<file path="src/rtl/assert_macros.svh">
// Concurrent assertion helpers for the RTL; aef_back includes them.
`ifndef ASSERT_MACROS_SVH
`define ASSERT_MACROS_SVH

`ifndef ASSERT_OFF
`define AEF_ASSERT(lbl, clk, rst_n, prop) \
    lbl: assert property (@(posedge clk) disable iff (!rst_n) (prop)) \
        else $error("assertion failed");
`define AEF_ASSERT_NEVER(lbl, clk, rst_n, cond) \
    lbl: assert property (@(posedge clk) disable iff (!rst_n) !(cond)) \
        else $error("forbidden condition seen");
`else
`define AEF_ASSERT(lbl, clk, rst_n, prop)
`define AEF_ASSERT_NEVER(lbl, clk, rst_n, cond)
`endif

`endif

</file>
<file path="src/rtl/aef_pkg.sv">
`default_nettype none
package aef_pkg;

    localparam int MAX_WIDTH_DEF = 256;
    localparam int MAX_HEIGHT    = 4096;
    localparam int COL_BITS      = 12;
    localparam int ROW_BITS      = 13;
    localparam int CENTRE_WEIGHT = 12;
    localparam int GAIN_DIVISOR  = 12240;
    localparam int RECIP_SHIFT   = 34;
    localparam logic [20:0] RECIP = 21'((64'd1 << RECIP_SHIFT) / 64'd12240);
    localparam int SAT_LIMIT     = 256 * GAIN_DIVISOR;
    localparam int QUEUE_DEPTH   = 2;

    localparam logic [1:0] REG_IMAGE_WIDTH  = 2'd0;
    localparam logic [1:0] REG_IMAGE_HEIGHT = 2'd1;
    localparam logic [1:0] REG_DEPTH_GAIN   = 2'd2;

    localparam logic OP_PIXEL = 1'b0;
    localparam logic OP_DRAIN = 1'b1;

    typedef struct packed {
        logic [COL_BITS-1:0] col;
        logic [1:0]          slot_c;
        logic [1:0]          slot_p;
        logic [1:0]          slot_q;
        logic [31:0]         px;
        logic                do_blur;
        logic                do_out;
        logic                up3;
        logic                left_ok;
        logic                right_ok;
        logic                down_ok;
        logic                fend;
    } cmd_t;

    typedef enum logic [3:0] {
        BK_IDLE,
        BK_WRITE,
        BK_LEFT,
        BK_RIGHT,
        BK_UPPER,
        BK_BLUR,
        BK_MUL,
        BK_RECIP,
        BK_QUOT,
        BK_EMIT
    } back_state_t;

    function automatic logic [1:0] slot_prev(input logic [1:0] s);
        return (s == 2'd0) ? 2'd2 : 2'(s - 2'd1);
    endfunction

    function automatic logic [7:0] blend8(input logic [7:0] c, input logic pos,
                                          input logic [8:0] v8);
        logic [16:0] acc;
        acc = (pos ? 17'(17'd255 * 17'(v8)) : 17'd0)
            + 17'(17'(c) * (17'd256 - 17'(v8)));
        return acc[15:8];
    endfunction

endpackage
`default_nettype wire

</file>
<file path="src/rtl/aef_front.sv">
`default_nettype none
module aef_front #(
    parameter int MAX_WIDTH = aef_pkg::MAX_WIDTH_DEF
) (
    input  wire logic                         clk,
    input  wire logic                         rst_n,
    input  wire logic                         restart,
    input  wire logic [$clog2(MAX_WIDTH)-1:0] wm1,
    input  wire logic [11:0]                  hm1,
    input  wire logic                         in_valid,
    output logic                              in_ready,
    input  wire logic                         opcode,
    input  wire logic [7:0]                   red_in,
    input  wire logic [7:0]                   green_in,
    input  wire logic [7:0]                   blue_in,
    input  wire logic [7:0]                   alpha_in,
    input  wire logic                         q_full,
    output logic                              q_push,
    output aef_pkg::cmd_t                     q_cmd
);
    import aef_pkg::*;

    localparam int CW = $clog2(MAX_WIDTH);

    logic [CW-1:0]       col_reg, col_next;
    logic [ROW_BITS-1:0] row_reg, row_next;
    logic [1:0]          slot_reg, slot_next;
    logic                drain_pos;
    logic                row_end;
    logic [ROW_BITS-1:0] h_ext;

    assign h_ext     = ROW_BITS'(hm1);
    assign drain_pos = row_reg > h_ext;
    assign in_ready  = !q_full;
    assign q_push    = in_valid && !q_full && !(opcode == OP_DRAIN && !drain_pos);
    assign row_end   = col_reg == wm1;

    always_comb
    begin
        q_cmd.col      = COL_BITS'(col_reg);
        q_cmd.slot_c   = slot_reg;
        q_cmd.slot_p   = slot_prev(slot_reg);
        q_cmd.slot_q   = slot_prev(slot_prev(slot_reg));
        q_cmd.px       = drain_pos ? 32'd0 : {alpha_in, blue_in, green_in, red_in};
        q_cmd.do_blur  = row_reg != '0;
        q_cmd.do_out   = row_reg >= ROW_BITS'(2);
        q_cmd.up3      = row_reg >= ROW_BITS'(3);
        q_cmd.left_ok  = col_reg != '0;
        q_cmd.right_ok = !row_end;
        q_cmd.down_ok  = row_reg <= h_ext + ROW_BITS'(1);
        q_cmd.fend     = (row_reg == h_ext + ROW_BITS'(2)) && row_end;
    end

    always_comb
    begin
        col_next  = col_reg;
        row_next  = row_reg;
        slot_next = slot_reg;
        if (restart)
        begin
            col_next  = '0;
            row_next  = '0;
            slot_next = 2'd0;
        end
        else if (q_push)
        begin
            if (row_end)
            begin
                col_next = '0;
                if (row_reg == h_ext + ROW_BITS'(2))
                begin
                    row_next  = '0;
                    slot_next = 2'd0;
                end
                else
                begin
                    row_next  = row_reg + ROW_BITS'(1);
                    slot_next = (slot_reg == 2'd2) ? 2'd0 : 2'(slot_reg + 2'd1);
                end
            end
            else
            begin
                col_next = col_reg + CW'(1);
            end
        end
    end

    always_ff @(posedge clk or negedge rst_n)
    begin
        if (!rst_n)
        begin
            col_reg  <= '0;
            row_reg  <= '0;
            slot_reg <= 2'd0;
        end
        else
        begin
            col_reg  <= col_next;
            row_reg  <= row_next;
            slot_reg <= slot_next;
        end
    end
endmodule
`default_nettype wire

</file>
<file path="config.mk">
export PLATFORM = sky130hd
export DESIGN_NAME = aef_front
export DESIGN_NICKNAME = d
export VERILOG_FILES = /design/src/rtl/assert_macros.svh /design/src/rtl/aef_pkg.sv /design/src/rtl/aef_front.sv
export SDC_FILE = /design/constraint.sdc
export NUM_CORES = 1
export LEC_CHECK = 0
export BUFFER_PORTS_ARGS = -buffer_cell sky130_fd_sc_hd__buf_2
export CAP_MARGIN = 25
export CELL_PAD_IN_SITES_DETAIL_PLACEMENT = 1
export CELL_PAD_IN_SITES_GLOBAL_PLACEMENT = 1
export CORE_UTILIZATION = 25
export DETAILED_ROUTE_END_ITERATION = 8
export PLACE_DENSITY = 0.61
export SETUP_SLACK_MARGIN = 0.4
export SKIP_CTS_REPAIR_TIMING = 1
export SYNTH_ARGS = -nofsm -noshare
export SYNTH_HDL_FRONTEND = slang
export SYNTH_SLANG_ARGS = --single-unit
</file>
<file path="constraint.sdc">
create_clock -name clk -period 3.1 [get_ports clk]
set_input_delay 0 -clock clk [delete_from_list [all_inputs] [get_ports clk]]
set_output_delay 0 -clock clk [all_outputs]
set_load 0.01 [all_outputs]
</file>
==> results of run 1 <==
==> kinds of logic after synthesis <==
kind of cell,Yosys count,share of synthesized area (%)
fa+ha+maj,36,14.78
simple gates,162,30.99
xor+xnor,26,7.471
compound gates,87,20.69
buf+inv,49,7.061
flops,23,18.88
other cells,1,0.1230
==> cells in the mapped netlist (3+ instances only) <==
| master | count | share of area, % |
|---|---|---|
| a22o_1 | 4 | 1.1 |
| a21oi_1 | 15 | 2.5 |
| nand2_1 | 24 | 3.0 |
| xnor2_1 | 17 | 4.9 |
| o21ai_0 | 5 | 0.82 |
| dfrtp_1 | 23 | 19 |
| nor4_1 | 7 | 1.4 |
| clkbuf_1 | 9 | 1.1 |
| or3_1 | 5 | 1.0 |
| buf_4 | 5 | 1.2 |
| o211ai_1 | 3 | 0.74 |
| inv_1 | 30 | 3.7 |
| nand4_1 | 9 | 1.8 |
| xor2_1 | 9 | 2.6 |
| o41ai_1 | 3 | 0.86 |
| nor2_1 | 17 | 2.1 |
| nand3_1 | 18 | 3.0 |
| a311oi_1 | 7 | 2.0 |
| o21a_1 | 4 | 0.99 |
| o31ai_1 | 5 | 1.2 |
| nand2b_1 | 6 | 1.2 |
| nor3_1 | 11 | 1.8 |
| ha_1 | 36 | 15 |
| and3_1 | 8 | 1.6 |
| buf_2 | 4 | 0.66 |
| nor2b_1 | 41 | 8.4 |
| a21o_1 | 6 | 1.5 |
| o21ai_1 | 13 | 2.1 |
==> critical path, stage by stage, from the launching register on <==
cell	delay, ns
dfrtp_2	0.44
ha_1	0.27
nor2b_1	0.16
and4_1	0.31
o311ai_1	0.17
a2111oi_2	0.49
nor3_2	0.09
buf_4	0.20
a21o_1	0.16
a22o_1	0.22
==> routing by layer <==
| metal | wire length, um | vias up | share of wire, % | GRT usage (%) |
|---|---|---|---|---|
| met1 | 4665 | 1631 | 44 | 21.06 |
| li1 | - | 1617 | - | - |
| met3 | 250 | 8 | 2.4 | 1.350 |
| met2 | 5562 | 65 | 52 | 31.51 |
| met5 | 0 | - | 0 | 0 |
| met4 | 134 | 0 | 1.3 | 3.111 |
==> cell usage in the layout (no fill, tap or decap), types with 13 or more instances in the layout <==
cell / netlist / final
nor2_1: 17 / 16
xnor2_1: 17 / 17
nor2b_1: 41 / 41
buf_4: 5 / 17
dfrtp_1: 23 / 22
o21ai_1: 13 / 13
nand3_1: 18 / 17
inv_1: 30 / 30
a21oi_1: 15 / 15
buf_2: 4 / 112
nand2_1: 24 / 24
ha_1: 36 / 36
==> final timing paths <==
kind | start | endpoint | slack [ns] | depth (start not counted)
worst max-delay path | row_reg[8] | row_reg[11] | 0.48 | 9
worst min-delay path | opcode | row_reg[6] | 0.16 | 4
worst max register to register | row_reg[8] | row_reg[11] | 0.48 | 9
worst min register to register | row_reg[0] | row_reg[0] | 0.57 | 1
max in group asynchronous | rst_n | row_reg[8] | 2.41 | 2
min in group asynchronous | rst_n | col_reg[0] | 0.27 | 2
==> layout make-up <==
type / instances / area [sq um] / area share (%)
multi-input combinational: 315 / 2312 / 58.24
timing repair buffer: 131 / 709.4 / 17.87
sequential: 23 / 576.8 / 14.53
tap: 143 / 178.9 / 4.507
inverter: 30 / 112.6 / 2.836
clock buffer: 3 / 75.07 / 1.891
clock inverter: 1 / 5.005 / 0.1261
==> stage by stage <==
step	total power [mW]	instances	hold WS, ns
2_1_floorplan	0.4397	387	-0.2956
3_3_place_gp	0.5381	639	0.02543
3_5_place_dp	0.5438	639	0.04230
4_1_cts	0.8385	643	-0.2415
5_1_grt	0.8737	646	0.1970
6_report	0.8295	646	0.1625
==> power groups by stage <==
stage,clock (mW),sequential (mW),combinational (mW)
final,0.291,0.302,0.237
after global routing,0.310,0.302,0.262
after CTS,0.299,0.302,0.238
after detailed placement,0,0.308,0.236
after global placement,0,0.308,0.231
after floorplan,0,0.309,0.131
==> results by group, run 1 <==
Status
  • Status: finished, final reports clean

Routing
  • Post-DRT Antenna Nets: 0
  • 1st-iter DRT viols: 112
  • Vias per cell: 5.141
  • Drt wl/cell: 16.43 um
  • Remaining DRCs: 0
  • Vias: 3,321
  • Drt total wl: 10.61 mm
  • Drt pass-1 iters: 4

Yosys
  • Synth Flop Type: dfrtp_1
  • Yosys reg bits: 23
  • Synthesized instance count: 384
  • Mapped cell area: 0.003048 sq mm
  • Synth unique cells: 57
  • Number of synthesized flops with an enable pin: 0
  • Seq/Total Area, Yosys: 18.88%
  • Syn_area_per_cell: 7.937 sq um
  • Post-synth ARST share: 100.0%
  • Syn. warnings: 0

Worst setup path
  • CP max FO: 15
  • Crit path kind: reg -> reg
  • Startpoint types: flop
  • Worst Path Required: 3.25 ns
  • CP arrival: 2.77 ns
  • CP endpoint kind: flop

STA
  • RSZ-0062 raised after global routing: yes
  • Minimum clock period: 2.619 ns
  • Max Fclk: 381.8 MHz
  • Final worst setup slack: 0.4811 ns
  • Setup violators final: 0
  • Final hold violations: 0
  • Final slew viol count: 0
  • TNS Setup: 0 ns
  • Worst-margin pin slew: 0.6225 ns
  • Setup Skew: 0.001011 ns
  • Worst slew margin: 57.95%
  • Tcrit/Tclk final: 84.48%

CTS
  • CTS Buffer Depth: 2
  • TritonCTS Sinks: 23
  • H-tree levels: 1
  • CTS Root Cell: clkbuf_16
  • CTS tree: done
  • Clock slew at reported path FFs: 0.06 ns
  • Cts bufs inserted: 3
  • Clock Latency Late Sink: 0.26 ns

Placed design
  • Placed Area: 0.003819 sq mm
  • Port Buffers: 112
  • Detail Placement HPWL: 8.609 mm
  • GPL Wtd Cong: 0.7899
  • Placement Setup Slack: 0.2512 ns

GRT
  • Grt total ovfl: 0
  • Vias in the first global route: 3,438
  • Pin count of the biggest net entering global routing: 33
  • GRT Util Overall: 16.81%
  • First-pass GRT wire length: 17.24 mm
  • Initial antenna violation count: 0

Pwr
  • Leak: 1.941 nW
  • Combinational power share: 28.5%
  • VDD IR max: 0.1640 mV
  • Seq pwr share: 36.4%
  • Pwr Density: 208.9 mW/mm^2
  • Psw: 254.3 uW
  • Int Pwr: 575.2 uW
  • Clk pwr share: 35.1%
  • Switching Fraction: 30.66%

Finish
  • Core Util, Final: 34.04%
  • Layout area overhead: 30.25%
  • Cell area after layout: 0.003970 sq mm
  • Diode count: 0
  • Layout cell share with drive strength beyond 1: 30.62%
  • Max FFs per register: 13
  • Filler instances: 1,451
  • Layout Nets: 598

Die
  • Core area: 0.01166 sq mm
  • Row Count: 39
  • # IOs: 117
  • Die Area: 0.01264 sq mm
  • Initial Util: 26.13%
  • Die Y: 112.4 um
  • Width of the die: 112.4 um

Run
  • Max Cap Violations: 0

Hold path
  • Worst Hold Class: in -> reg
Power figures use the tool's default switching activity.
==> inputs of run 2 (changes only) <==
--- a/config.mk
+++ b/config.mk
@@ -11,7 +11,7 @@
 export CELL_PAD_IN_SITES_GLOBAL_PLACEMENT = 1
 export CORE_UTILIZATION = 25
 export DETAILED_ROUTE_END_ITERATION = 8
-export PLACE_DENSITY = 0.61
+export PLACE_DENSITY = 0.63
 export SETUP_SLACK_MARGIN = 0.4
 export SKIP_CTS_REPAIR_TIMING = 1
 export SYNTH_ARGS = -nofsm -noshare
==> constraint.sdc (replaced) <==
create_clock -name clk -period 2.3 [get_ports clk]
set_input_delay 0 -clock clk [delete_from_list [all_inputs] [get_ports clk]]
set_output_delay 0 -clock clk [all_outputs]
set_load 0.01 [all_outputs]
==> run 2 against run 1 <==
  * The flow now finishes with violations (setup timing)
  * Via count up 5.8%
  * Critical path depth grew 1
  * Highest routed layer unchanged
  * Design area up 26%
  * Combinational power is 83% higher
  * Routed wire length increased by 9.6%
==> results by group, run 2 (synthesized netlist as in run 1, its figures left out) <==
Worst setup path
  • Worst Path Required: 2.45 ns (-0.80 ns)
  • Startpoint types: flop
  • Crit-path max cell delay: 0.43 ns (-0.06 ns)
  • CP max-delay cell: dfrtp_2
  • Crit path launch: row_reg[8]
  • CP endpoint kind: flop
  • Most frequent CP cell: a2111oi_4
  • Worst r2r src: row_reg[8]
  • Critical R2R Capture: row_reg[11]
  • Reg2Reg Depth: 10 (+1)
  • CP max FO: 5 (-10)
  • CP delay by family, top: compound AO/OA/AOI/OAI gates
  • Critical-path cell list: ha_4 > nor2b_4 > and4_4 > a2111oi_4 > buf_4 > a2111oi_4 > nor3_2 > buf_6 > a21o_1 > a22o_1
  • R2r setup slk: -0.16 ns (-0.64 ns)
  • Crit path kind: reg -> reg
  • Worst Path Buf+Inv: 2 (+1)
  • CP arrival: 2.61 ns (-0.16 ns)

Placed design
  • Port Buffers: 112 (unchanged)
  • Placed Area: 0.004379 sq mm (+15%)
  • Detail Placement HPWL: 8.829 mm (+2.5%)
  • GPL Wtd Cong: 0.8414 (+6.5%)
  • Placement Setup Slack: -0.1131 ns (-0.3643 ns)

GRT
  • Met2 global-route usage: 30.97% (-0.54 points)
  • GRT Util Overall: 16.83% (+0.023 points)
  • First-pass GRT wire length: 17.25 mm (about the same)
  • Grt met3 use: 1.836% (+0.49 points)
  • Grt total ovfl: 0 (unchanged)
  • GR Layer Usage met1: 21.39% (+0.32 points)
  • Initial antenna violation count: 0 (unchanged)
  • Vias in the first global route: 3,464 (+0.76%)
  • Pin count of the biggest net entering global routing: 33 (unchanged)
  • Most Used Layer, Global Route: met2

Die
  • Width of the die: 112.4 um (unchanged)
  • Row Count: 39 (unchanged)
  • Initial Util: 26.13% (unchanged)
  • Die Y: 112.4 um (unchanged)
  • Core area: 0.01166 sq mm (unchanged)
  • Die Area: 0.01264 sq mm (unchanged)
  • # IOs: 117 (unchanged)

CTS
  • CTS tree: done
  • CTS Buffer Depth: 2 (unchanged)
  • Clock slew at reported path FFs: 0.06 ns (about the same)
  • H-tree levels: 1 (unchanged)
  • CTS Root Cell: clkbuf_16
  • TritonCTS Sinks: 23 (unchanged)
  • Cts bufs inserted: 3 (unchanged)
  • Clock Latency Late Sink: 0.26 ns (about the same)

STA
  • Worst-margin pin slew: 0.5706 ns (-0.05189 ns)
  • Final hold slack: 0.1908 ns (+0.02827 ns)
  • Setup Skew: 0.004080 ns (+0.003070 ns)
  • Minimum clock period: 2.455 ns (-0.1635 ns)
  • Worst slew margin: 61.96% (+4.0 points)
  • Final hold violations: 0 (unchanged)
  • Setup violators final: 51 (+51)
  • RSZ-0062 raised after global routing: yes
  • Final slew viol count: 0 (unchanged)
  • Final worst setup slack: -0.1553 ns (-0.6365 ns)
  • Max Fclk: 407.3 MHz (+6.7%)
  • Tcrit/Tclk final: 106.8% (+22 points)

Routing
  • Vias per cell: 5.130 (-0.21%)
  • Post-DRT Antenna Nets: 0 (unchanged)
  • Drt pass-1 iters: 4 (unchanged)
  • Drt wl/cell: 16.99 um (+3.4%)
  • Drt total wl: 11.64 mm (+9.6%)
  • 1st-iter DRT viols: 115 (+2.7%)
  • Remaining DRCs: 0 (unchanged)
  • Vias: 3,514 (+5.8%)

Status
  • Failing checks: setup timing
  • Status: finished with violations

Finish
  • Layout Nets: 637 (+6.5%)
  • Cell area after layout: 0.005016 sq mm (+26%)
  • Multi-input gate area: 0.002846 sq mm (+23%)
  • Layout area overhead: 64.57%
  • Most frequent cells in the layout: buf_2, buf_4, buf_6, nor2b_4, ha_1
  • Most common cell after layout, fill and taps aside: buf_2
  • Register area: 578.1 sq um (+0.22%)
  • Layout cell share with drive strength beyond 1: 49.26% (+19 points)
  • Max FFs per register: 13 (unchanged)
  • Diode count: 0 (unchanged)
  • Filler instances: 1,355 (-6.6%)

Pwr
  • Pwr Density: 244.6 mW/mm^2 (+17%)
  • VDD IR max: 0.2599 mV (+59%)
  • Psw: 368.0 uW (+45%)
  • Leak: 2.413 nW (+24%)
  • Switching Fraction: 29.99% (-0.66 points)
  • Clk pwr share: 31.5% (-3.6 points)
  • Total design power: 1.227 mW (+48%)
  • Int Pwr: 858.8 uW (+49%)
  • Seq pwr share: 33.1% (-3.3 points)
  • Combinational power share: 35.3% (+6.8 points)

Run
  • Max Cap Violations: 0 (unchanged)

Hold path
  • Hold Startpoint: opcode
  • WHS Path Cells: 4 (unchanged)
  • Endpoint, Worst Hold: col_reg[5]
  • Worst Hold Class: in -> reg
run 2: worst min-delay path, stage by stage:
cell and delay [ns]:
buf_2 0.13, o21ai_4 0.09, nand3_4 0.11, o41ai_2 0.08
run 2: power by group through the flow:
stage	logic [mW]	registers, mW	clock network [mW]
2_1_floorplan	0.210	0.416	0
3_3_place_gp	0.359	0.414	0
3_5_place_dp	0.366	0.414	0
4_1_cts	0.369	0.407	0.393
5_1_grt	0.471	0.407	0.406
6_report	0.433	0.407	0.387
run 2: worst max path at each step:
stage          slack [ns]  cells past startpoint          end
2_1_floorplan       -0.02                      9   row_reg[4]
3_3_place_gp        -0.09                      8   col_reg[1]
3_5_place_dp        -0.11                      8   col_reg[1]
4_1_cts             -0.35                      9       q_push
5_1_grt             -0.23                     11  row_reg[12]
6_report            -0.16                     10  row_reg[11]
run 2: routing by layer:
layer	share of wire (%)	vias to the layer above
met4	0.82	0
met1	45	1738
li1	-	1691
met3	2.9	6
met5	0	-
met2	51	79
run 2: per-stage QoR:
step / utilization, % / instances / TNS (ns)
4_1_cts: 38.23 / 673 / -8.366
3_3_place_gp: 37.55 / 669 / -0.4909
3_5_place_dp: 37.55 / 669 / -1.062
2_1_floorplan: - / 387 / -0.06793
6_report: 43.01 / 685 / -5.499
5_1_grt: 43.01 / 685 / -9.567
run 2: area by class of cell:
| type | count | area share, % |
|---|---|---|
| clock buffers | 4 | 1.571 |
| inverters | 30 | 2.245 |
| multi-input cells | 315 | 56.75 |
| flip-flops and latches | 23 | 11.52 |
| well taps | 143 | 3.567 |
| repair buffers | 170 | 24.35 |
