### config.mk
export PLATFORM = sky130hd
export DESIGN_NAME = aef_queue
export DESIGN_NICKNAME = d
export VERILOG_FILES = /design/src/rtl/assert_macros.svh /design/src/rtl/aef_pkg.sv /design/src/rtl/aef_queue.sv
export SDC_FILE = /design/constraint.sdc
export NUM_CORES = 1
export LEC_CHECK = 0
export ABC_AREA = 1
export BUFFER_PORTS_ARGS = -buffer_cell sky130_fd_sc_hd__buf_2
export CAP_MARGIN = 20
export CORE_UTILIZATION = 30
export CTS_CLUSTER_DIAMETER = 120
export DETAILED_ROUTE_END_ITERATION = 8
export PLACE_DENSITY_LB_ADDON = 0.1
export SLEW_MARGIN = 15
export SYNTH_ARGS = -nofsm -noshare
export SYNTH_HDL_FRONTEND = slang
export SYNTH_SLANG_ARGS = --single-unit
export TNS_END_PERCENT = 20
### constraint.sdc
create_clock -name clk -period 4.6 [get_ports clk]
set_input_delay 0.92 -clock clk [delete_from_list [all_inputs] [get_ports clk]]
set_output_delay 0.92 -clock clk [all_outputs]
set_load 0.05 [all_outputs]
### src/rtl/assert_macros.svh
// Concurrent assertion helpers for the RTL; aef_back includes them.
`ifndef ASSERT_MACROS_SVH
`define ASSERT_MACROS_SVH

`ifndef ASSERT_OFF
`define AEF_ASSERT(lbl, clk, rst_n, prop) \
    lbl: assert property (@(posedge clk) disable iff (!rst_n) (prop)) \
        else $error("assertion failed");
`define AEF_ASSERT_NEVER(lbl, clk, rst_n, cond) \
    lbl: assert property (@(posedge clk) disable iff (!rst_n) !(cond)) \
        else $error("forbidden condition seen");
`else
`define AEF_ASSERT(lbl, clk, rst_n, prop)
`define AEF_ASSERT_NEVER(lbl, clk, rst_n, cond)
`endif

`endif

### src/rtl/aef_pkg.sv
`default_nettype none
package aef_pkg;

    localparam int MAX_WIDTH_DEF = 256;
    localparam int MAX_HEIGHT    = 4096;
    localparam int COL_BITS      = 12;
    localparam int ROW_BITS      = 13;
    localparam int CENTRE_WEIGHT = 12;
    localparam int GAIN_DIVISOR  = 12240;
    localparam int RECIP_SHIFT   = 34;
    localparam logic [20:0] RECIP = 21'((64'd1 << RECIP_SHIFT) / 64'd12240);
    localparam int SAT_LIMIT     = 256 * GAIN_DIVISOR;
    localparam int QUEUE_DEPTH   = 2;

    localparam logic [1:0] REG_IMAGE_WIDTH  = 2'd0;
    localparam logic [1:0] REG_IMAGE_HEIGHT = 2'd1;
    localparam logic [1:0] REG_DEPTH_GAIN   = 2'd2;

    localparam logic OP_PIXEL = 1'b0;
    localparam logic OP_DRAIN = 1'b1;

    typedef struct packed {
        logic [COL_BITS-1:0] col;
        logic [1:0]          slot_c;
        logic [1:0]          slot_p;
        logic [1:0]          slot_q;
        logic [31:0]         px;
        logic                do_blur;
        logic                do_out;
        logic                up3;
        logic                left_ok;
        logic                right_ok;
        logic                down_ok;
        logic                fend;
    } cmd_t;

    typedef enum logic [3:0] {
        BK_IDLE,
        BK_WRITE,
        BK_LEFT,
        BK_RIGHT,
        BK_UPPER,
        BK_BLUR,
        BK_MUL,
        BK_RECIP,
        BK_QUOT,
        BK_EMIT
    } back_state_t;

    function automatic logic [1:0] slot_prev(input logic [1:0] s);
        return (s == 2'd0) ? 2'd2 : 2'(s - 2'd1);
    endfunction

    function automatic logic [7:0] blend8(input logic [7:0] c, input logic pos,
                                          input logic [8:0] v8);
        logic [16:0] acc;
        acc = (pos ? 17'(17'd255 * 17'(v8)) : 17'd0)
            + 17'(17'(c) * (17'd256 - 17'(v8)));
        return acc[15:8];
    endfunction

endpackage
`default_nettype wire

### src/rtl/aef_queue.sv
`default_nettype none
module aef_queue (
    input  wire logic          clk,
    input  wire logic          rst_n,
    input  wire logic          push,
    input  aef_pkg::cmd_t      push_cmd,
    output logic               full,
    input  wire logic          pop,
    output logic               valid,
    output aef_pkg::cmd_t      pop_cmd
);
    import aef_pkg::*;

    localparam int PW = $clog2(QUEUE_DEPTH);

    cmd_t          entry [QUEUE_DEPTH];
    logic [PW-1:0] wr_ptr_reg, wr_ptr_next;
    logic [PW-1:0] rd_ptr_reg, rd_ptr_next;
    logic [PW:0]   count_reg, count_next;
    logic          do_push, do_pop;

    assign full    = count_reg == (PW+1)'(QUEUE_DEPTH);
    assign valid   = count_reg != '0;
    assign do_push = push && !full;
    assign do_pop  = pop && valid;
    assign pop_cmd = entry[rd_ptr_reg];

    always_comb
    begin
        wr_ptr_next = do_push ? PW'(wr_ptr_reg + PW'(1)) : wr_ptr_reg;
        rd_ptr_next = do_pop ? PW'(rd_ptr_reg + PW'(1)) : rd_ptr_reg;
        count_next  = count_reg + (PW+1)'(do_push) - (PW+1)'(do_pop);
    end

    always_ff @(posedge clk or negedge rst_n)
    begin
        if (!rst_n)
        begin
            wr_ptr_reg <= '0;
            rd_ptr_reg <= '0;
            count_reg  <= '0;
        end
        else
        begin
            wr_ptr_reg <= wr_ptr_next;
            rd_ptr_reg <= rd_ptr_next;
            count_reg  <= count_next;
        end
    end

    always_ff @(posedge clk)
    begin
        if (do_push)
        begin
            entry[wr_ptr_reg] <= push_cmd;
        end
    end
endmodule
`default_nettype wire

==> impl_metrics.tcl, run 1 <==
set metrics [dict create \
    n_fill_cell 1373 \
    startpoint_type "flip-flop" \
    synth-seq-area-share_pct 80.25 \
    cp_max_fo 33 \
    crit_top_cell "nand2_1" \
    clk_path_buf_depth 2 \
    post-place-ws_ps 1921 \
    drc_errors 0 \
    globalRoute.busiestLayer "met2" \
    powerDensity_mw_per_mm2 804.7 \
    cts_root_buf "clkbuf_16" \
    postSynthCellCount 331 \
    p_leak_nw 2.464 \
    syn_area_mm2 0.004390 \
    final_common_cell "nand2_1" \
    overflow 0 \
    setup_tns_ps 0 \
    final.setup.worst_slack_ps 1797 \
    drive_gt1_share_pct 31.98 \
    cp_top_family "buffers and inverters" \
    reg2reg_slack_ps 2530 \
    htreeDepth 4 \
    vias 2741 \
    rows 43 \
    viasPerCell 4.223 \
    status "completed" \
    fin_crit_sh_pct 60.94 \
    dieWidth_um 123.0 \
    grt_max_degree 59 \
    grt_use_met2_pct 21.42 \
    yosysWarningCount 0 \
    r2r_cells 4 \
    path_clk_slew_ps 50 \
    rr_endpoint "entry[1][34]$_DFFE_PP_" \
    cts_resized 0 \
    use_met1_pct 13.69 \
    holdBufCountCts 0 \
    final_util_pct 40.06 \
    fin_skew_ps 7.904 \
    n_antenna_cell 0 \
    die_y_um 123.0 \
    largest_register_ffs 114 \
    hold_class "input pin to async pin" \
    crit_type "flip-flop to primary output" \
    rsz0062_at_grt "false" \
    cp.required_ps 3680 \
    cp_slowest_stage_delay_ps 400 \
    drt_iter0_drc 148 \
    setup_violations 0 \
    seq_area_mm2 0.003525 \
    synthDistinctLibCells 11 \
    startpoint "rd_ptr_reg$_DFFE_PN0P_" \
    cp.buffers_inverters 3 \
    routed_wl_um 9095 \
    grt.met3_usage_pct 5.258 \
    grt_pass1_wl_um 13690 \
    clkSinkCount 118 \
    ant_nets 0 \
    period_needed_ps 2803 \
    antenna_found_initial 1 \
    clk_latency_ps 410 \
    post_drt_wl_per_cell_um 14.01 \
    cap_violations 0 \
    fmax_mhz 356.7 \
    multi_input_area_um2 742.0 \
    dp_hpwl_um 5512 \
    cp.arrival_ps 1880 \
    crit_end "pop_cmd[28]" \
    finalHoldViolations 0 \
    grt_pass1_vias 2785 \
    hold_slack_ps 318.2 \
    endpoint_kind "primary output" \
    crit_cells 5 \
    tightest_slew_ps 900.6 \
    ys_ff_latch 118 \
    crit_path_top_delay_cell "dfrtp_2" \
    ioPinCount 120 \
    io_buffers 119 \
    initial_core_util_pct 31.15 \
    postCtsSetupRepairBufs 0 \
    tritoncts "built" \
    syn_avg_cell_area_um2 13.26 \
    cts_buffers 17 \
    layout_common_cells "184 x nand2_1, 119 x buf_2, 114 x edfxtp_1" \
    grt.total_usage_pct 12.87 \
    dieArea_mm2 0.01512 \
    syn-num-nets 394 \
    finalMaxSlewViolations 0 \
    cp_cell_sequence "inv_2 > buf_12 > nand2_1 > nand2_1 > buf_2" \
    slew-limit-headroom_pct 39.82 \
    r2r-start "count_reg[1]$_DFF_PN0_" \
    globalplace.congestion 0.6769 \
    finish.net_count 524 \
    firstDrtPassIters 4 \
    fp.coreArea_mm2 0.01410 \
    ir_drop_mv 0.2867 \
    syn_to_final_growth_pct 28.61 \
]
==> worst register-to-register path, cell delays in order, from the launching register on <==
cell	delay, ps
dfrtp_1	390
nand2_1	120
nand2_1	130
nor2_4	710
buf_4	400
==> per-stage QoR <==
step	instance area, µm²	power, W	instances
global placement	5155	0.003520	621
detailed placement	5175	0.003541	622
finish	5647	0.004544	649
floorplan	4390	0.003067	331
global route	5647	0.004803	649
CTS	5647	0.004631	649
==> how the worst min path moves through the flow <==
stage / startpoint / slack, ps / end
after floorplan: wr_ptr_reg$_DFFE_PN0P_ / 440 / wr_ptr_reg$_DFFE_PN0P_
after global placement: wr_ptr_reg$_DFFE_PN0P_ / 450 / wr_ptr_reg$_DFFE_PN0P_
after detailed placement: wr_ptr_reg$_DFFE_PN0P_ / 480 / wr_ptr_reg$_DFFE_PN0P_
after CTS: rst_n / 300 / count_reg[0]$_DFF_PN0_
after global routing: rst_n / 310 / count_reg[1]$_DFF_PN0_
final: rst_n / 320 / count_reg[0]$_DFF_PN0_
==> cell families (layout without fill, tap and decap cells) <==
family / Yosys count / count (layout) / share of synthesized area [%]
buffers and inverters: 23 / 161 / 3.020
AND/OR/NAND/NOR: 188 / 188 / 16.16
flip-flops: 118 / 118 / 80.25
adder cells (fa/ha/maj): 2 / 2 / 0.5699
==> synth_stat cells <==
master    instances  area [µm²]
nor2_1            1       3.750
buf_4             2       15.01
inv_1             9       33.78
buf_2             7       35.03
inv_2             1       3.750
nand3_1           3       15.01
edfxtp_1        114        3423
ha_1              2       25.02
nand2_1         184       690.7
dfrtp_1           4       100.1
buf_6             4       45.04
==> cell type report <==
class                           count  area share (%)
Sequential cell                   118           62.42
Inverter                           10          0.6647
Clock buffer                       18           7.600
Timing Repair Buffer              124           11.43
Multi-Input combinational cell    190           13.14
Clock inverter                      9          0.7534
Tap cell                          180           3.988
==> where the power goes <==
group | switching (W) | leakage (nW) | internal (W)
logic | 0.00158 | 1.12 | 0.000370
clock network | 0.000417 | 0.233 | 0.000656
registers | 0.0000524 | 1.11 | 0.00147
total | 0.00205 | 2.46 | 0.00250
==> metal layers <==
layer / wire length (µm) / vias to the layer above / share of wire [%]
li1: - / 1361 / -
met1: 3839 / 1283 / 42
met2: 4438 / 76 / 49
met3: 585 / 19 / 6.4
met4: 218 / 2 / 2.4
met5: 13 / - / 0.14
Note: power is estimated with default switching activity, not from simulation.
==> inputs of run 2 (changes only) <==
ABC_AREA = 0   (was 1)
clock period = 2.4 ns   (was 4.6 ns; I/O delays follow)
==> run 2 against run 1 <==
Effect of this change:
- first-iteration DRC count decreased by 24%
- sequential power increased by 93%
- die area about the same
- critical path depth decreased by 2
- largest power group unchanged
==> impl_metrics.tcl, run 2 <==
set metrics [dict create \
    final_area_mm2 0.005798 \
    tightest_slew_ps 492.0 \
    cts_resized 0 \
    place_area_mm2 0.005221 \
    final_common_cell "buf_2" \
    rows 43 \
    startpoint_type "flip-flop" \
    synthTopCellsByCount "114 x edfxtp_1, 37 x mux2_2, 20 x mux2_4, 4 x dfrtp_1" \
    rsz0062_at_grt "false" \
    period_needed_ps 2255 \
    htreeDepth 4 \
    r2r_cells 7 \
    powerDensity_mw_per_mm2 1510 \
    synthDistinctLibCells 16 \
    die_y_um 123.0 \
    vias 2247 \
    cts_buffers 17 \
    cp_cell_sequence "buf_12 > mux2_2 > buf_2" \
    drc_errors 0 \
    final.setup.worst_slack_ps 145.4 \
    endpoint_kind "primary output" \
    setup_violations 0 \
    grt_pass1_vias 2399 \
    fp.coreArea_mm2 0.01410 \
    initial_core_util_pct 31.14 \
    yosys.area.top_type_share_pct 77.99 \
    syn_area_mm2 0.004389 \
    grt_max_degree 59 \
    syn-num-nets 258 \
    clkSinkCount 118 \
    cts_root_buf "clkbuf_16" \
    hold_end "entry[1][42]$_DFFE_PP_" \
    slew-limit-headroom_pct 67.20 \
    yosysWarningCount 0 \
    fmax_mhz 443.5 \
    routed_wl_um 7951 \
    pwr-share-clk_pct 27.0 \
    largest_register_ffs 114 \
    finalHoldViolations 0 \
    overflow 0 \
    r2r-start "count_reg[1]$_DFF_PN0_" \
    combPwrFrac_pct 39.5 \
    grt_pass1_wl_um 12240 \
    synth-seq-area-share_pct 80.27 \
    syn_avg_cell_area_um2 22.51 \
    path_clk_slew_ps 50 \
    cp.buffers_inverters 2 \
    firstDrtPassIters 4 \
    synth_most_common_cell "edfxtp_1" \
    fin_skew_ps 3.237 \
    drive_gt1_share_pct 61.56 \
    clk_latency_ps 400 \
    cp.arrival_ps 1770 \
    finish.net_count 396 \
    hold_class "input pin to flip-flop" \
    cp_slowest_stage_delay_ps 400 \
    syn_to_final_growth_pct 32.10 \
    n_fill_cell 1321 \
    synthArstFlopShare_pct 3.390 \
    p_leak_nw 2.228 \
    p_int_w 0.005331 \
    p_total_w 0.008755 \
    yosys-top-cells-area "edfxtp_1 78%, mux2_2 9.5%, mux2_4 6.8%" \
    ant_nets 0 \
    cap_violations 0 \
    cp_top_family "buffers and inverters" \
    globalplace.congestion 0.6566 \
    ir_drop_mv 0.7089 \
    dp_hpwl_um 4926 \
    crit_path_top_delay_cell "mux2_2" \
    seqPwrFrac_pct 33.5 \
    cp.required_ps 1920 \
    drt_iter0_drc 113 \
    tritoncts "built" \
    final_util_pct 41.13 \
    rr_endpoint "count_reg[1]$_DFF_PN0_" \
    p_sw_w 0.003423 \
    yosysTopAreaCell "edfxtp_1" \
    layout_common_cells "119 x buf_2, 114 x edfxtp_1, 37 x mux2_2" \
    post_drt_wl_per_cell_um 15.09 \
    cp_max_fo 58 \
    postSynthCellCount 195 \
    dieWidth_um 123.0 \
    synth_ff_type "edfxtp_1" \
    dieArea_mm2 0.01512 \
    reg2reg_slack_ps 700 \
    postCtsSetupRepairBufs 0 \
    ioPinCount 120 \
    finalMaxSlewViolations 0 \
    crit_type "flip-flop to primary output" \
    antenna_found_initial 0 \
    holdBufCountCts 1 \
    post-place-ws_ps 574.6 \
    min_from "push_cmd[42]" \
    io_buffers 119 \
    status "completed" \
    synth_enable_flop_cells 114 \
    viasPerCell 4.264 \
    fin_crit_sh_pct 93.94 \
    clk_path_buf_depth 2 \
    hold_depth 1 \
    netSwitchingFraction_pct 39.10 \
    ys_ff_latch 118 \
    grt.total_usage_pct 11.54 \
    setup_tns_ps 0 \
]
-- run 2: logic make-up after synthesis --
kind of cell  share of synthesized area (%)
fa+ha+maj                            0.5700
buf+inv                               1.283
simple gates                         0.7414
mux                                   16.33
flops                                 80.27
xor+xnor                             0.7983
-- run 2: layout make-up --
type	count	area (µm²)	share of cell area, %
Timing Repair Buffer	125	655.6	11.31
Sequential cell	118	3525	60.79
Clock inverter	15	138.9	2.395
Multi-Input combinational cell	69	818.3	14.11
Antenna cell	1	2.502	0.04316
Inverter	2	7.507	0.1295
Tap cell	180	225.2	3.884
Clock buffer	17	425.4	7.337
-- run 2: worst max path at each step --
stage                           start                     to  slack [ps]  cells after the start
6_report       rd_ptr_reg$_DFFE_PN0P_             pop_cmd[6]         150                      3
2_1_floorplan  count_reg[1]$_DFF_PN0_  entry[1][0]$_DFFE_PP_          90                      2
4_1_cts        rd_ptr_reg$_DFFE_PN0P_            pop_cmd[52]         130                      3
5_1_grt        rd_ptr_reg$_DFFE_PN0P_             pop_cmd[4]          90                      3
3_3_place_gp   rd_ptr_reg$_DFFE_PN0P_            pop_cmd[52]         580                      3
3_5_place_dp   rd_ptr_reg$_DFFE_PN0P_            pop_cmd[52]         570                      3
-- run 2: power groups by stage --
stage / sequential (W) / combinational [W] / clock (W)
detailed placement: 0.00298 / 0.00353 / 0
global route: 0.00298 / 0.00366 / 0.00252
global placement: 0.00297 / 0.00353 / 0
CTS: 0.00294 / 0.00354 / 0.00243
finish: 0.00293 / 0.00346 / 0.00236
floorplan: 0.00296 / 0.00281 / 0
-- run 2: through the flow --
step	hold slack [ps]	cells
finish	260.2	527
global placement	294.8	493
CTS	233.8	526
floorplan	184.4	195
global route	237.5	526
detailed placement	304.9	493
-- run 2: worst register-to-register path: cells and delay by family, from the launching register on --
kind / cells / cell delay, ps
XOR/XNOR: 2 / 310
adder cells (fa/ha/maj): 2 / 450
buffers and inverters: 1 / 40
flip-flops: 1 / 400
AND/OR/NAND/NOR: 2 / 430
-- run 2: routing by layer --
metal / vias up / track usage [%] / routed length, µm
met5: - / 0 / 0
met4: 0 / 6.860 / 204
li1: 1043 / - / -
met2: 90 / 17.31 / 3642
met3: 16 / 5.720 / 733
met1: 1098 / 13.23 / 3372
==> inputs of run 3 (changes only) <==
CORE_UTILIZATION = 41   (was 30)
clock period = 2.9 ns   (was 2.4 ns; I/O delays follow)
==> run 3 against run 2 <==
Effect of this change:
- via count decreased by 0.89%
- register-to-register slack improved by 420 ps
- highest routed layer unchanged
- worst hold slack about the same
- global-route usage increased by 3.3 points
- critical path depth unchanged
- total power decreased by 16%
- critical path type unchanged
- largest cell class unchanged
- largest power group unchanged
==> impl_metrics.tcl, run 3 (synthesized netlist as in run 2, its figures left out) <==
set metrics [dict create \
    status "completed" \
    fin_skew_ps 8.399 \
    cp_cell_sequence "buf_4 > mux2_2 > buf_2" \
    ant_nets 0 \
    endpoint_kind "primary output" \
    cp_max_fo 19 \
    reg2reg_slack_ps 1120 \
    grt_pass1_vias 2338 \
    rsz0062_at_grt "false" \
    setup_tns_ps 0 \
    largest_register_ffs 114 \
    viasPerCell 4.601 \
    rr_endpoint "entry[1][4]$_DFFE_PP_" \
    period_needed_ps 2659 \
    finish.net_count 398 \
    die_y_um 105.5 \
    clk_latency_ps 500 \
    fmax_mhz 376.1 \
    final_area_mm2 0.005793 \
    vias 2227 \
    cp_slowest_stage_delay_ps 660 \
    tightest_slew_ps 554.0 \
    powerDensity_mw_per_mm2 1274 \
    crit_path_top_delay_cell "dfrtp_2" \
    fp.coreArea_mm2 0.01037 \
    hold_end "entry[1][37]$_DFFE_PP_" \
    globalplace.congestion 0.7023 \
    drive_gt1_share_pct 61.78 \
    cap_violations 0 \
    startpoint "rd_ptr_reg$_DFFE_PN0P_" \
    antenna_found_initial 0 \
    rows 37 \
    cts_resized 0 \
    finalMaxSlewViolations 0 \
    cts_root_buf "clkbuf_8" \
    dieArea_mm2 0.01112 \
    fin_crit_sh_pct 91.70 \
    path_clk_slew_ps 60 \
    grt_max_degree 32 \
    r2r_cells 3 \
    final_common_cell "buf_2" \
    htreeDepth 4 \
    cp.buffers_inverters 2 \
    routed_wl_um 7605 \
    syn_to_final_growth_pct 31.98 \
    drc_errors 0 \
    startpoint_type "flip-flop" \
    n_antenna_cell 0 \
    post_drt_wl_per_cell_um 15.71 \
    slew-limit-headroom_pct 63.07 \
    drt_iter0_drc 65 \
    dp_hpwl_um 4924 \
    setup_violations 0 \
    tritoncts "built" \
    firstDrtPassIters 4 \
    clkSinkCount 118 \
    cts_buffers 17 \
    grt_pass1_wl_um 11870 \
    ir_drop_mv 0.5758 \
    cp_top_family "flip-flops" \
    io_buffers 119 \
    ioPinCount 120 \
    hold_depth 1 \
    min_from "push_cmd[37]" \
    dieWidth_um 105.5 \
    clk_path_buf_depth 2 \
    r2r-start "count_reg[1]$_DFF_PN0_" \
    p_leak_nw 2.272 \
    initial_core_util_pct 42.33 \
    hold_class "input pin to flip-flop" \
    overflow 0 \
    place_area_mm2 0.005181 \
    final_util_pct 55.86 \
    layout_common_cells "119 x buf_2, 114 x edfxtp_1, 37 x mux2_2" \
    n_fill_cell 877 \
    crit_type "flip-flop to primary output" \
    cp.required_ps 2320 \
    grt.total_usage_pct 14.81 \
    finalHoldViolations 0 \
    cp.arrival_ps 2080 \
    postCtsSetupRepairBufs 0 \
]
run 3: power by group:
group | internal (W) | switching, W | total, W
clock | 0.00139 | 0.000709 | 0.00209
sequential | 0.00234 | 0.000145 | 0.00248
combinational | 0.000841 | 0.00197 | 0.00281
run 3: per-stage QoR:
step                      total power, W  instances  setup slack [ps]  hold WS (ps)
after floorplan                 0.004773        195             317.9         284.4
after global placement          0.005347        451             760.1         395.4
after detailed placement        0.005364        451             735.0         393.6
after CTS                       0.007481        484             178.4         233.4
after global routing            0.007694        484             112.5         223.7
final                           0.007383        484             240.8         260.5
run 3: how the worst max path moves through the flow:
| stage | cells after the start | to | slack [ps] |
|---|---|---|---|
| 2_1_floorplan | 2 | entry[0][0]$_DFFE_PP_ | 320 |
| 3_3_place_gp | 3 | pop_cmd[53] | 760 |
| 3_5_place_dp | 3 | pop_cmd[54] | 740 |
| 4_1_cts | 3 | pop_cmd[54] | 180 |
| 5_1_grt | 3 | pop_cmd[52] | 110 |
| 6_report | 3 | pop_cmd[54] | 240 |
run 3: metal layers:
layer | part of all wire [%] | track usage, %
met1 | 44 | 17.59
met2 | 48 | 23.07
met3 | 6.7 | 7.112
met4 | 0.95 | 6.036
met5 | 0 | 0
run 3: timing repair:
| action | in CTS | in global routing |
|---|---|---|
| endpoints found under the hold margin | 4 | 0 |
| hold buffers | 1 | 0 |
| endpoints found under the setup margin | 0 | 0 |
run 3: layout make-up:
class	instances	area, µm²	area share, %
clock buffers	18	417.9	7.214
repair buffers	127	670.6	11.58
flip-flops and latches	118	3525	60.84
multi-input cells	69	818.3	14.13
well taps	136	170.2	2.937
inverters	2	7.507	0.1296
clock inverters	14	183.9	3.175
